==> config.mk <==
export PLATFORM = sky130hd
export DESIGN_NAME = fss_cell
export DESIGN_NICKNAME = d
export VERILOG_FILES = /design/src/rtl/fss_pkg.sv /design/src/rtl/fss_cell.sv
export SDC_FILE = /design/constraint.sdc
export NUM_CORES = 2
export LEC_CHECK = 0
export BUFFER_PORTS_ARGS = -buffer_cell sky130_fd_sc_hd__buf_2
export CORE_MARGIN = 2
export CORE_UTILIZATION = 55
export DETAILED_ROUTE_END_ITERATION = 10
export PLACE_DENSITY = 0.75
export SLEW_MARGIN = 40
export SYNTH_ARGS = -nofsm -noshare
export SYNTH_HDL_FRONTEND = slang
export SYNTH_SLANG_ARGS = --single-unit
==> constraint.sdc <==
create_clock -name clk -period 7.94 [get_ports clk]
set_input_delay 0.794 -clock clk [delete_from_list [all_inputs] [get_ports clk]]
set_output_delay 0.794 -clock clk [all_outputs]
set_load 0.01 [all_outputs]
==> src/rtl/fss_pkg.sv <==
// ----------------------------------------------------------------------------
// fss_pkg
// Shared widths, codes and types of the formant sample synthesizer.
// ----------------------------------------------------------------------------
package fss_pkg;

  // field widths
  localparam int PITCH_W   = 16;
  localparam int MODE_W    = 2;
  localparam int GAIN_W    = 16;
  localparam int COEF_W    = 24;
  localparam int DATA_W    = 32;
  localparam int SRC_W     = 20;
  localparam int CFG_IDX_W = 2;
  localparam int FB_ONE_W  = 22;
  localparam int FB_TWO_W  = 21;

  // resonator chain: glottal cell then three formant cells
  localparam int NUM_CELLS = 4;

  localparam int SAMPLE_RATE_DEFAULT = 22050;

  // source mode codes
  localparam logic [MODE_W-1:0] MODE_SILENT = 2'd0;
  localparam logic [MODE_W-1:0] MODE_VOICED = 2'd1;
  localparam logic [MODE_W-1:0] MODE_NOISE  = 2'd2;

  // configuration register indexes
  localparam logic [CFG_IDX_W-1:0] CFG_GLOTTAL_FB_ONE = 2'd0;
  localparam logic [CFG_IDX_W-1:0] CFG_GLOTTAL_FB_TWO = 2'd1;
  localparam logic [CFG_IDX_W-1:0] CFG_NOISE_SEED     = 2'd2;

  // Q20 unity input coefficient of the glottal resonator
  localparam logic signed [COEF_W-1:0] COEF_ONE = 24'sd1048576;

  typedef struct packed {
    logic signed [COEF_W-1:0] a;
    logic signed [COEF_W-1:0] b;
    logic signed [COEF_W-1:0] c;
  } coef_t;

  typedef struct packed {
    logic busy;
    logic done;
  } cell_status_t;

  typedef struct packed {
    logic                    done;
    logic signed [SRC_W-1:0] value;
  } src_result_t;

  typedef struct packed {
    logic              load;
    logic [DATA_W-1:0] value;
  } seed_load_t;

endpackage

==> src/rtl/fss_cell.sv <==
// ----------------------------------------------------------------------------
// fss_cell
// Two-pole resonator cell: y = (a*x + b*y1 + c*y2) >> 20 with one shared
// multiplier taking the three products in turn, result handed to the next cell.
// ----------------------------------------------------------------------------
module fss_cell (
  input  logic                              clk,
  input  logic                              rst,
  input  logic                              start,
  input  logic signed [fss_pkg::DATA_W-1:0] x_in,
  input  fss_pkg::coef_t                    coef,
  output logic signed [fss_pkg::DATA_W-1:0] y,
  output fss_pkg::cell_status_t             status
);
  import fss_pkg::*;

  localparam int QBITS  = 20;
  localparam int ACC_W  = DATA_W + QBITS;
  localparam int PROD_W = COEF_W + DATA_W;

  logic                     busy;
  logic                     step;
  logic                     done;
  logic signed [ACC_W-1:0]  acc;
  logic signed [DATA_W-1:0] y1;
  logic signed [DATA_W-1:0] y2;

  logic signed [COEF_W-1:0] mcoef;
  logic signed [DATA_W-1:0] mop;
  logic signed [PROD_W-1:0] prod;
  logic signed [ACC_W-1:0]  sum;

  // operand selection for the shared multiplier
  always_comb begin
    if (start) begin
      mcoef = coef.a;
      mop   = x_in;
    end else if (!step) begin
      mcoef = coef.b;
      mop   = y1;
    end else begin
      mcoef = coef.c;
      mop   = y2;
    end
    prod = mcoef * mop;
    sum  = (start ? '0 : acc) + prod[ACC_W-1:0];
  end

  // step control and history
  always_ff @(posedge clk) begin
    if (rst) begin
      busy <= 1'b0;
      step <= 1'b0;
      done <= 1'b0;
      y1   <= '0;
      y2   <= '0;
    end else begin
      done <= 1'b0;
      if (start) begin
        busy <= 1'b1;
        step <= 1'b0;
      end else if (busy) begin
        if (!step) begin
          step <= 1'b1;
        end else begin
          busy <= 1'b0;
          step <= 1'b0;
          done <= 1'b1;
          y2   <= y1;
          y1   <= sum[ACC_W-1:QBITS];
        end
      end
    end
  end

  // accumulator
  always_ff @(posedge clk) begin
    if (start || busy) begin
      acc <= sum;
    end
  end

  assign y           = y1;
  assign status.busy = busy;
  assign status.done = done;

endmodule

==> flow_summary.ini <==
[routing]
drc_errors = 0
routed_wl_um = 110000
via_per_inst = 5.58
ant_nets = 0
drt_iter0_markers = 3142
firstDrtPassIters = 6
drt-wirelength-per-cell_um = 22.3
routed-via-count = 27600

[setup_path]
worstPathArrival_ns = 8.24
reg2reg_slack_ns = 0.05
r2r-end = y[26]
crit_path_start = step
cp_slowest_cell = fa_1
path_class = reg -> reg
crit_path_end_kind = register
start_kind = register
reg2reg_from = step
reg2regPathDepth = 30
path_max_fanout = 6
slowest_delay_ns = 0.66
required_ns = 8.29
cpMostUsedCell = fa_1

[run]
maxCapViolations = 0

[logic_synthesis]
ys_seq_area_share_pct = 8.91
synthesis.nets = 4732
avgSynthCellArea_um2 = 8.88
synth-main-ff-cell = dfxtp_1
synthCells = 3669
yosysWarnings = 0
synth_edf_count = 52
synthArstFlopShare_pct = 0
ys_ff_latch = 119
syn-cell-area_um2 = 32600
ys_types = 68

[sta]
slew_headroom_pct = 48.7
slew_violations = 0
post-route-period-util_pct = 99.3
setup_viol = 0
worstMarginPinSlew_ns = 0.770
hold_violations = 0
fmax_mhz = 127
rsz0062_at_grt = true
period_needed_ns = 7.89
fin_setup_tns_ns = 0
finalClockSkew_ns = 0.0101

[placed_design]
dp_hpwl_um = 92500
gp_congestion = 1.02
port_buffers = 140

[finish]
syn2layout_area_growth_pct = 20.9
register_area_um2 = 2910
n_fill_cell = 4601
final_layout_size_suffix_gt1_share_pct = 19.9
nets = 5213
multiInputGateArea_um2 = 26400
antenna_cells = 0
final_core_util_pct = 67.0

[global_route]
grt_use_total_pct = 36.5
grt_max_degree = 78
antenna_found_initial = 2
grt-ovfl-total = 0
grt_pass1_vias = 28100
grt_pass1_wl_um = 165000

[min_path]
min_path_type = reg -> reg
hold-path-endpoint = y2[13]
holdPathStages = 2
worstHoldStart = y2[13]

[clocking]
clk-insertion-delay-late_ns = 0.43
h-tree-depth = 4
clk_pin_slew_ns = 0.06
cts_sinks = 119
clockRootBuffer = clkbuf_16
ctsLongestPathBuffers = 2
cts_tree = done
hold_buffers = 0
cts_buffers = 17

[floorplan]
initial_core_util_pct = 55.4
dieArea_um2 = 61200
ios = 141
rows = 89
die_y_um = 247
core_area_um2 = 58800
die_x_um = 247

[run_status]
status = complete, no violations
==> per-stage QoR <==
stage / worst slack [ns] / instance area (um2) / hold WS (ns) / cells
floorplan: 0.0200 / 32600 / 0.436 / 3669
CTS: 0.0170 / 38500 / 0.455 / 4913
global placement: -0.235 / 37900 / 0.441 / 4881
global route: -0.0746 / 39400 / 0.471 / 4936
finish: 0.0533 / 39400 / 0.456 / 4936
detailed placement: -0.310 / 37900 / 0.446 / 4881
==> metal layers <==
| metal | wire length, um | vias up | share of wire (%) | track usage, % |
|---|---|---|---|---|
| met5 | 23 | - | 0.021 | 0 |
| met4 | 4420 | 4 | 4.0 | 11.3 |
| met3 | 17500 | 312 | 16 | 13.5 |
| met2 | 45500 | 1957 | 41 | 51.4 |
| met1 | 42700 | 13500 | 39 | 52.7 |
| li1 | - | 11800 | - | - |
==> area by class of cell <==
class | count | share of cell area (%)
Clock inverter | 12 | 0.264
Clock buffer | 20 | 1.22
Timing Repair Buffer | 656 | 13.9
Tap cell | 773 | 2.46
Inverter | 812 | 7.74
Sequential cell | 119 | 7.38
Multi-Input combinational cell | 2544 | 67.0
==> cells in the mapped netlist, types with 11 or more instances <==
library cell  count  area, um2
inv_1           811       3040
mux2i_1          59        591
fa_1            790      15800
nand2_1         562       2110
ha_1            166       2080
buf_2            17       85.1
edfxtp_1         52       1560
xor2_1           22        193
o21ai_0          61        305
nand3_1          15       75.1
nor2b_1          55        344
a21o_1           28        210
a21oi_1         108        541
clkbuf_1        161        604
dfxtp_1          67       1340
o21a_1           56        420
xnor2_1          51        447
nor2_1          420       1580
o21ai_1          23        115
nand4_1          14       87.6
buf_1            11       41.3
==> what timing repair did <==
item                       CTS  global route
gates resized for setup      0           143
setup endpoints to repair    0            43
buffers inserted             0            15
==> kinds of logic (layout without fill, tap and decap cells) <==
group | Yosys count | count (layout) | share of synthesized area (%)
AND/OR/NAND/NOR | 1115 | 1115 | 13.9
buffers and inverters | 1006 | 1500 | 11.7
XOR/XNOR | 74 | 74 | 2.01
AO/OA/AOI/OAI | 340 | 340 | 6.68
multiplexers | 59 | 59 | 1.81
flip-flops | 119 | 119 | 8.91
adder cells (fa/ha/maj) | 956 | 956 | 54.9
==> worst max-delay path, delay by kind of cell, from the launching register on <==
family | cells | cell delay (ns)
AOI/OAI and AO/OA | 4 | 0.96
xor gates and xnor gates | 1 | 0.22
adders and majority gates | 8 | 3.97
buffers and inverters | 11 | 1.39
DFF | 1 | 0.40
muxes | 1 | 0.20
and+or+nand+nor | 5 | 0.67
==> cells in the final DEF (no fill, tap or decap), types with 5 or more instances in the layout <==
master	n
nor2_2	11
buf_4	440
nand2b_1	10
mux2i_2	11
a21o_1	28
a211oi_1	6
nor3_1	6
buf_2	139
xor2_1	22
xnor2_1	50
and3_1	8
edfxtp_1	52
buf_12	59
o21ai_2	22
buf_6	11
a21oi_1	98
inv_1	809
o21a_4	6
fa_1	776
mux2i_1	41
o21a_1	38
o21bai_1	7
nor2_1	408
dfxtp_1	66
o21ai_1	29
fa_2	14
ha_1	157
a21oi_2	12
nor2b_1	55
ha_4	7
and2_1	5
clkbuf_16	25
mux2i_4	7
o21ai_0	36
o21a_2	12
nand2_1	560
nand4_1	14
a31oi_1	8
nand3_1	14
==> worst max-delay path by stage <==
stage,slack [ns],to,depth (start not counted)
detailed placement,-0.31,y[30],30
finish,0.05,y[26],30
global placement,-0.23,y[21],30
CTS,0.02,y[20],27
global route,-0.07,y[26],32
floorplan,0.02,y[30],27
==> registers in the layout, indices dropped and copies added (netlist names) <==
| register | flops |
|---|---|
| busy | 1 |
| y2 | 32 |
| y | 32 |
| step | 1 |
| acc | 52 |
| done | 1 |
Power is left out: the tool's default activity adds up to more than one toggle a clock period on the data nets, which glitch-free logic cannot reach.
