[src/rtl/fss_pkg.sv]
// ----------------------------------------------------------------------------
// fss_pkg
// Shared widths, codes and types of the formant sample synthesizer.
// ----------------------------------------------------------------------------
package fss_pkg;

  // field widths
  localparam int PITCH_W   = 16;
  localparam int MODE_W    = 2;
  localparam int GAIN_W    = 16;
  localparam int COEF_W    = 24;
  localparam int DATA_W    = 32;
  localparam int SRC_W     = 20;
  localparam int CFG_IDX_W = 2;
  localparam int FB_ONE_W  = 22;
  localparam int FB_TWO_W  = 21;

  // resonator chain: glottal cell then three formant cells
  localparam int NUM_CELLS = 4;

  localparam int SAMPLE_RATE_DEFAULT = 22050;

  // source mode codes
  localparam logic [MODE_W-1:0] MODE_SILENT = 2'd0;
  localparam logic [MODE_W-1:0] MODE_VOICED = 2'd1;
  localparam logic [MODE_W-1:0] MODE_NOISE  = 2'd2;

  // configuration register indexes
  localparam logic [CFG_IDX_W-1:0] CFG_GLOTTAL_FB_ONE = 2'd0;
  localparam logic [CFG_IDX_W-1:0] CFG_GLOTTAL_FB_TWO = 2'd1;
  localparam logic [CFG_IDX_W-1:0] CFG_NOISE_SEED     = 2'd2;

  // Q20 unity input coefficient of the glottal resonator
  localparam logic signed [COEF_W-1:0] COEF_ONE = 24'sd1048576;

  typedef struct packed {
    logic signed [COEF_W-1:0] a;
    logic signed [COEF_W-1:0] b;
    logic signed [COEF_W-1:0] c;
  } coef_t;

  typedef struct packed {
    logic busy;
    logic done;
  } cell_status_t;

  typedef struct packed {
    logic                    done;
    logic signed [SRC_W-1:0] value;
  } src_result_t;

  typedef struct packed {
    logic              load;
    logic [DATA_W-1:0] value;
  } seed_load_t;

endpackage

[src/rtl/fss_source.sv]
// ----------------------------------------------------------------------------
// fss_source
// Excitation source: Q24 pitch phase pulse train, scaled xorshift32 noise or
// silence, built over a four step sequencer after each start pulse.
// ----------------------------------------------------------------------------
module fss_source #(
  parameter int SAMPLE_RATE = fss_pkg::SAMPLE_RATE_DEFAULT
) (
  input  logic                         clk,
  input  logic                         rst,
  input  logic                         go,
  input  logic [fss_pkg::MODE_W-1:0]   mode,
  input  logic [fss_pkg::PITCH_W-1:0]  pitch,
  input  logic [fss_pkg::GAIN_W-1:0]   gain,
  input  fss_pkg::seed_load_t          seed,
  output fss_pkg::src_result_t         res,
  output logic                         busy
);
  import fss_pkg::*;

  // pitch step is (pitch << STEP_FRAC) / SAMPLE_RATE
  localparam int STEP_FRAC = 16;
  localparam int RECIP_W   = 20;
  localparam int STEP_W    = 20;
  localparam int RATE_W    = 16;
  localparam int PPROD_W   = PITCH_W + RECIP_W;
  localparam int QBACK_W   = STEP_W + RATE_W;
  localparam int PHASE_W   = 24;
  localparam logic [RECIP_W-1:0] RECIP =
    RECIP_W'((64'd1 << (2 * STEP_FRAC)) / SAMPLE_RATE);
  localparam logic [RATE_W-1:0]  RATE = RATE_W'(SAMPLE_RATE);

  // pulse train constants
  localparam logic [PHASE_W-1:0]     EARLY_LIMIT = 24'd1006632;
  localparam logic signed [SRC_W-1:0] PULSE_HIGH = 20'sd3000;
  localparam logic signed [SRC_W-1:0] PULSE_LOW  = -20'sd750;

  // noise scaling: divide by 40 through a Q21 reciprocal
  localparam int                 MAG_W       = 16;
  localparam logic [MAG_W-1:0]   DIV40_RECIP = 16'd52429;
  localparam int                 DIV40_SHIFT = 21;
  localparam int                 NQ_W        = 11;
  localparam logic [GAIN_W-1:0]  GAIN_UNITY  = 16'd256;
  localparam int                 GPROD_W     = NQ_W + GAIN_W + 1;

  // sequencer steps
  localparam logic [1:0] ST_SCALE   = 2'd0;
  localparam logic [1:0] ST_CORRECT = 2'd1;
  localparam logic [1:0] ST_GAIN    = 2'd2;
  localparam logic [1:0] ST_FINISH  = 2'd3;

  logic [1:0]               state;
  logic [PHASE_W-1:0]       phase;
  logic [DATA_W-1:0]        noise_state;
  logic                     done;
  logic signed [SRC_W-1:0]  src_value;

  logic [PPROD_W-1:0]       pitch_prod;
  logic [DATA_W-1:0]        draw;
  logic [STEP_W-1:0]        q_est;
  logic [QBACK_W-1:0]       q_back;
  logic [DATA_W-1:0]        noise_prod;
  logic [STEP_W-1:0]        step_val;
  logic signed [NQ_W-1:0]   noise_base;
  logic signed [GPROD_W-1:0] gain_prod;
  logic [PHASE_W:0]         phase_sum;

  logic [DATA_W-1:0]        xs1;
  logic [DATA_W-1:0]        xs2;
  logic [DATA_W-1:0]        xs3;
  logic                     draw_neg;
  logic [MAG_W-1:0]         mag;
  logic [NQ_W-1:0]          nq;
  logic [QBACK_W-1:0]       rem;
  logic                     bump;
  logic                     gain_unity;
  logic signed [SRC_W-1:0]  noise_src;
  logic [PHASE_W-1:0]       phase_new;
  logic signed [SRC_W-1:0]  pulse;

  // xorshift32 draw
  always_comb begin
    xs1 = noise_state ^ (noise_state << 13);
    xs2 = xs1 ^ (xs1 >> 17);
    xs3 = xs2 ^ (xs2 << 5);
  end

  // magnitude of the centered low half of the draw
  always_comb begin
    draw_neg = ~draw[15];
    if (draw_neg) begin
      mag = MAG_W'(17'd32768 - {2'b00, draw[14:0]});
    end else begin
      mag = {1'b0, draw[14:0]};
    end
    nq = noise_prod[DATA_W-1:DIV40_SHIFT];
  end

  // quotient correction, gain and pulse selection
  always_comb begin
    rem        = QBACK_W'({pitch, {STEP_FRAC{1'b0}}}) - q_back;
    bump       = rem >= QBACK_W'(RATE);
    gain_unity = (gain == '0) || (gain == GAIN_UNITY);
    if (gain_unity) begin
      noise_src = SRC_W'(noise_base);
    end else begin
      noise_src = gain_prod[GPROD_W-1:8];
    end
    if (phase_sum[PHASE_W]) begin
      phase_new = phase_sum[PHASE_W-1:0];
      pulse     = PULSE_HIGH;
    end else begin
      phase_new = phase_sum[PHASE_W-1:0];
      pulse     = (phase_sum[PHASE_W-1:0] < EARLY_LIMIT) ? PULSE_LOW : '0;
    end
  end

  // sequencer and source state
  always_ff @(posedge clk) begin
    if (rst) begin
      busy        <= 1'b0;
      done        <= 1'b0;
      state       <= ST_SCALE;
      phase       <= '0;
      noise_state <= 32'd1;
    end else begin
      done <= 1'b0;
      if (seed.load) begin
        noise_state <= (seed.value == '0) ? 32'd1 : seed.value;
      end
      if (go) begin
        busy  <= 1'b1;
        state <= ST_SCALE;
      end else if (busy) begin
        unique case (state)
          ST_SCALE:   state <= ST_CORRECT;
          ST_CORRECT: state <= ST_GAIN;
          ST_GAIN:    state <= ST_FINISH;
          ST_FINISH: begin
            busy <= 1'b0;
            done <= 1'b1;
            state <= ST_SCALE;
            case (mode)
              MODE_SILENT: ;
              MODE_VOICED: phase <= phase_new;
              default:     noise_state <= draw;
            endcase
          end
          default: state <= ST_SCALE;
        endcase
      end
    end
  end

  // datapath registers of the start and the sequencer steps
  always_ff @(posedge clk) begin
    if (go) begin
      pitch_prod <= PPROD_W'(pitch) * PPROD_W'(RECIP);
      draw       <= xs3;
    end else if (busy) begin
      unique case (state)
        ST_SCALE: begin
          q_est      <= pitch_prod[PPROD_W-1:STEP_FRAC];
          q_back     <= QBACK_W'(pitch_prod[PPROD_W-1:STEP_FRAC]) * QBACK_W'(RATE);
          noise_prod <= DATA_W'(mag) * DATA_W'(DIV40_RECIP);
        end
        ST_CORRECT: begin
          step_val   <= bump ? (q_est + 1'b1) : q_est;
          noise_base <= draw_neg ? -$signed(nq) : $signed(nq);
        end
        ST_GAIN: begin
          gain_prod <= GPROD_W'(noise_base) * GPROD_W'($signed({1'b0, gain}));
          phase_sum <= {1'b0, phase} + (PHASE_W + 1)'(step_val);
        end
        ST_FINISH: begin
          case (mode)
            MODE_SILENT: src_value <= '0;
            MODE_VOICED: src_value <= pulse;
            default:     src_value <= noise_src;
          endcase
        end
        default: ;
      endcase
    end
  end

  assign res.done  = done;
  assign res.value = src_value;

endmodule

[config.mk]
export PLATFORM = sky130hd
export DESIGN_NAME = fss_source
export DESIGN_NICKNAME = d
export VERILOG_FILES = /design/src/rtl/fss_pkg.sv /design/src/rtl/fss_source.sv
export SDC_FILE = /design/constraint.sdc
export NUM_CORES = 2
export LEC_CHECK = 0
export ABC_AREA = 1
export BUFFER_PORTS_ARGS = -buffer_cell sky130_fd_sc_hd__buf_2
export CORE_MARGIN = 10
export CORE_UTILIZATION = 45
export CTS_CLUSTER_SIZE = 12
export DETAILED_ROUTE_END_ITERATION = 6
export PLACE_DENSITY_LB_ADDON = 0.25
export SLEW_MARGIN = 20
export SYNTH_ARGS = -nofsm -noshare
export SYNTH_HDL_FRONTEND = slang
export SYNTH_SLANG_ARGS = --single-unit
[constraint.sdc]
create_clock -name clk -period 7.4 [get_ports clk]
set_clock_uncertainty 0.05 [all_clocks]
set_input_delay 0.37 -clock clk [delete_from_list [all_inputs] [get_ports clk]]
set_output_delay 0.37 -clock clk [all_outputs]
set_load 0.005 [all_outputs]
==> flow_metrics.py <==
metrics = {
    "die": {
        "ios": 92,
        "core-area_mm2": 0.0747,
        "fp.dieH_um": 295,
        "die_w_um": 295,
        "die_area_mm2": 0.0870,
        "start_util_pct": 45.5,
        "rows": 100,
    },
    "drt": {
        "drt_iter0_markers": 1478,
        "dr.pass1.iters": 6,
        "vias": 25748,
        "ant_nets": 0,
        "viasPerCell": 5.09,
        "wl_um": 85100,
        "avgRoutedWirePerCell_um": 16.8,
        "drc": 0,
    },
    "placement": {
        "gp_congestion": 0.934,
        "dpl.hpwl_um": 71100,
        "port_buffers": 91,
        "post-place-ws_ns": 0.400,
    },
    "clock_network": {
        "cts_hold_buf": 0,
        "clk_latency_ns": 0.58,
        "cts_buffers": 30,
        "htreeDepth": 1,
        "cts_tree": "built",
        "ctsRootBufferMaster": "clkbuf_16",
        "clock-sinks": 262,
        "path_clk_slew_ns": 0.06,
        "clock_tree.buffer_depth": 3,
    },
    "setup_path": {
        "critical_path.startpoint": "draw[15]",
        "critPathMaxStageDelay_ns": 0.76,
        "critPathSlowestCell": "o21ai_0",
        "cp_common_cell": "fa_1",
        "endpoint_kind": "register",
        "cp_max_fo": 15,
        "required_ns": 7.68,
        "crit_type": "register to register",
        "worst_setup_path_start_kind": "register",
        "path_cells": "clkinv_1, o21ai_0, ha_1, inv_1, fa_1, inv_1, fa_1, fa_1, fa_1, inv_1, fa_1, inv_1, ha_1, a21oi_1, o21ai_0, a21oi_1, nand3_1, a21oi_1, o21ai_0, xor2_1",
        "cp.arrival_ns": 7.19,
        "r2r_start": "draw[15]",
    },
    "synth": {
        "yosys-top-cells-area": "fa_1 (21%), ha_1 (18%), edfxtp_1 (18%), inv_1 (9.6%), nand2_1 (7.8%)",
        "synth_area_mm2": 0.0340,
        "syn-num-nets": 4910,
        "ys.flop_type": "edfxtp_1",
        "synth_warnings": 0,
        "ys_seq_elements": 262,
        "yosysTopAreaCell": "fa_1",
        "async_flop_share_pct": 0,
        "synth_edf_count": 202,
        "synth_area_per_cell_um2": 8.51,
        "synth.distinct_cells": 52,
        "yosys.area.top_type_share_pct": 20.8,
        "synth_cells": 3995,
        "seq_area_frac_synth_pct": 21.4,
    },
    "finish": {
        "area.growth.synth_to_final_pct": 7.54,
        "n_antenna_cell": 0,
        "post-route-util_pct": 49.0,
        "final_nets": 4980,
        "drive_gt1_share_pct": 5.53,
    },
    "hold_path": {
        "holdCritStartpoint": "seed[31]",
        "hp-class": "input port to register",
    },
    "timing": {
        "worstMarginPinSlew_ns": 0.983,
        "post-route-min-period_ns": 6.91,
        "hold-worst-slack_ns": 0.0248,
        "finalWorstSetupSlack_ns": 0.486,
        "setup_viol": 0,
        "fin_crit_sh_pct": 93.4,
        "finalHoldViolations": 0,
        "grt_setup_unrepaired": "false",
        "drv_slew": 0,
        "fmax_mhz": 145,
        "relSlewSlack_pct": 34.0,
        "timing.setup.tns_ns": 0,
    },
    "flow_run": {
        "maxCapViolations": 0,
    },
    "grt": {
        "grt_pass1_vias": 26394,
        "grt_pass1_wl_um": 139000,
        "grt_max_degree": 65,
        "grtUsageTotal_pct": 19.9,
        "grt_overflow_total": 0,
        "antenna_found_initial": 0,
    },
    "outcome": {
        "status": "finished, final reports clean",
    },
}
==> worst max-delay path: cells and delay by family (launching register included) <==
family                   cells  cell delay, ns
adder cells (fa/ha/maj)      7            3.27
XOR/XNOR                     1            0.15
buffers and inverters        5            0.69
flip-flops                   1            0.75
AND/OR/NAND/NOR              1            0.13
AO/OA/AOI/OAI                6            1.62
==> cell families after synthesis <==
kind of cell	synth area share (%)
AND/OR/NAND/NOR	15.5
adder cells (fa/ha/maj)	38.9
buffers and inverters	10.7
flip-flops	21.4
XOR/XNOR	6.05
AO/OA/AOI/OAI	7.56
==> final timing paths <==
path,endpoint,slack (ns),cells after the start
max,noise_prod[29],0.49,20
min,noise_state[31],0.02,3
max reg2reg,noise_prod[29],0.49,20
min reg2reg,phase[0],0.43,2
==> area by class of cell <==
cell class / count / area, um2
fill: 7246 / 38100
multi-input combinational: 2778 / 23100
sequential: 262 / 7270
inverter: 880 / 3300
tap: 969 / 1210
clock buffer: 50 / 971
timing repair buffer: 113 / 621
clock inverter: 6 / 58.8
==> metrics by stage <==
step	instance area [um2]	std cells
final	36600	5058
after detailed placement	35500	5000
after floorplan	34000	3995
after global routing	36600	5058
after global placement	35500	5000
after CTS	36500	5056
==> cell usage after synthesis (15+ instances only) <==
library cell / count
nor2_1: 284
xor2_1: 158
fa_1: 354
nand4_1: 32
nand2_1: 705
nor3_1: 30
ha_1: 491
o21ai_0: 157
clkbuf_1: 66
a21oi_1: 176
nor4_1: 24
a31oi_1: 43
xnor2_1: 75
edfxtp_1: 202
dfxtp_1: 60
o21bai_1: 15
nand3_1: 92
inv_1: 871
==> state kept, by name, indices dropped and copies added, names as in the netlist <==
signal and flops:
q_back 28, done 1, phase 24, noise_prod 11, phase_sum 25, gain_prod 20
noise_base 11, draw 32, step_val 19, pitch_prod 18, q_est 18, state 2
busy 1, src_value 20, noise_state 32
==> layout by cell type, fill, tap and decap left out, types with 14 or more instances in the layout <==
| cell type | n |
|---|---|
| xor2_1 | 158 |
| nor3_1 | 30 |
| nand3b_1 | 14 |
| dfxtp_1 | 60 |
| nand4_1 | 32 |
| o21bai_1 | 15 |
| a21oi_1 | 176 |
| nand2_1 | 705 |
| clkbuf_16 | 34 |
| nor2_1 | 279 |
| xnor2_1 | 75 |
| nand3_1 | 92 |
| buf_2 | 91 |
| nor4_1 | 24 |
| inv_1 | 870 |
| fa_1 | 354 |
| o21ai_0 | 157 |
| a31oi_1 | 43 |
| edfxtp_1 | 202 |
| buf_4 | 22 |
| ha_1 | 491 |
==> repair_timing <==
action / CTS / global route
endpoints found under the setup margin: 0 / 3
buffers inserted: 0 / 2
gates resized for setup: 0 / 1
==> metal layers <==
metal | up-vias | track usage [%] | routed length, um
met5 | - | 0 | 0
met4 | 0 | 4.58 | 1890
met3 | 102 | 1.84 | 3760
met2 | 520 | 34.2 | 40700
met1 | 12350 | 26.9 | 38700
li1 | 12776 | - | -
Power is left out: the tool's default activity adds up to more than one toggle a clock period on the data nets, which glitch-free logic cannot reach.
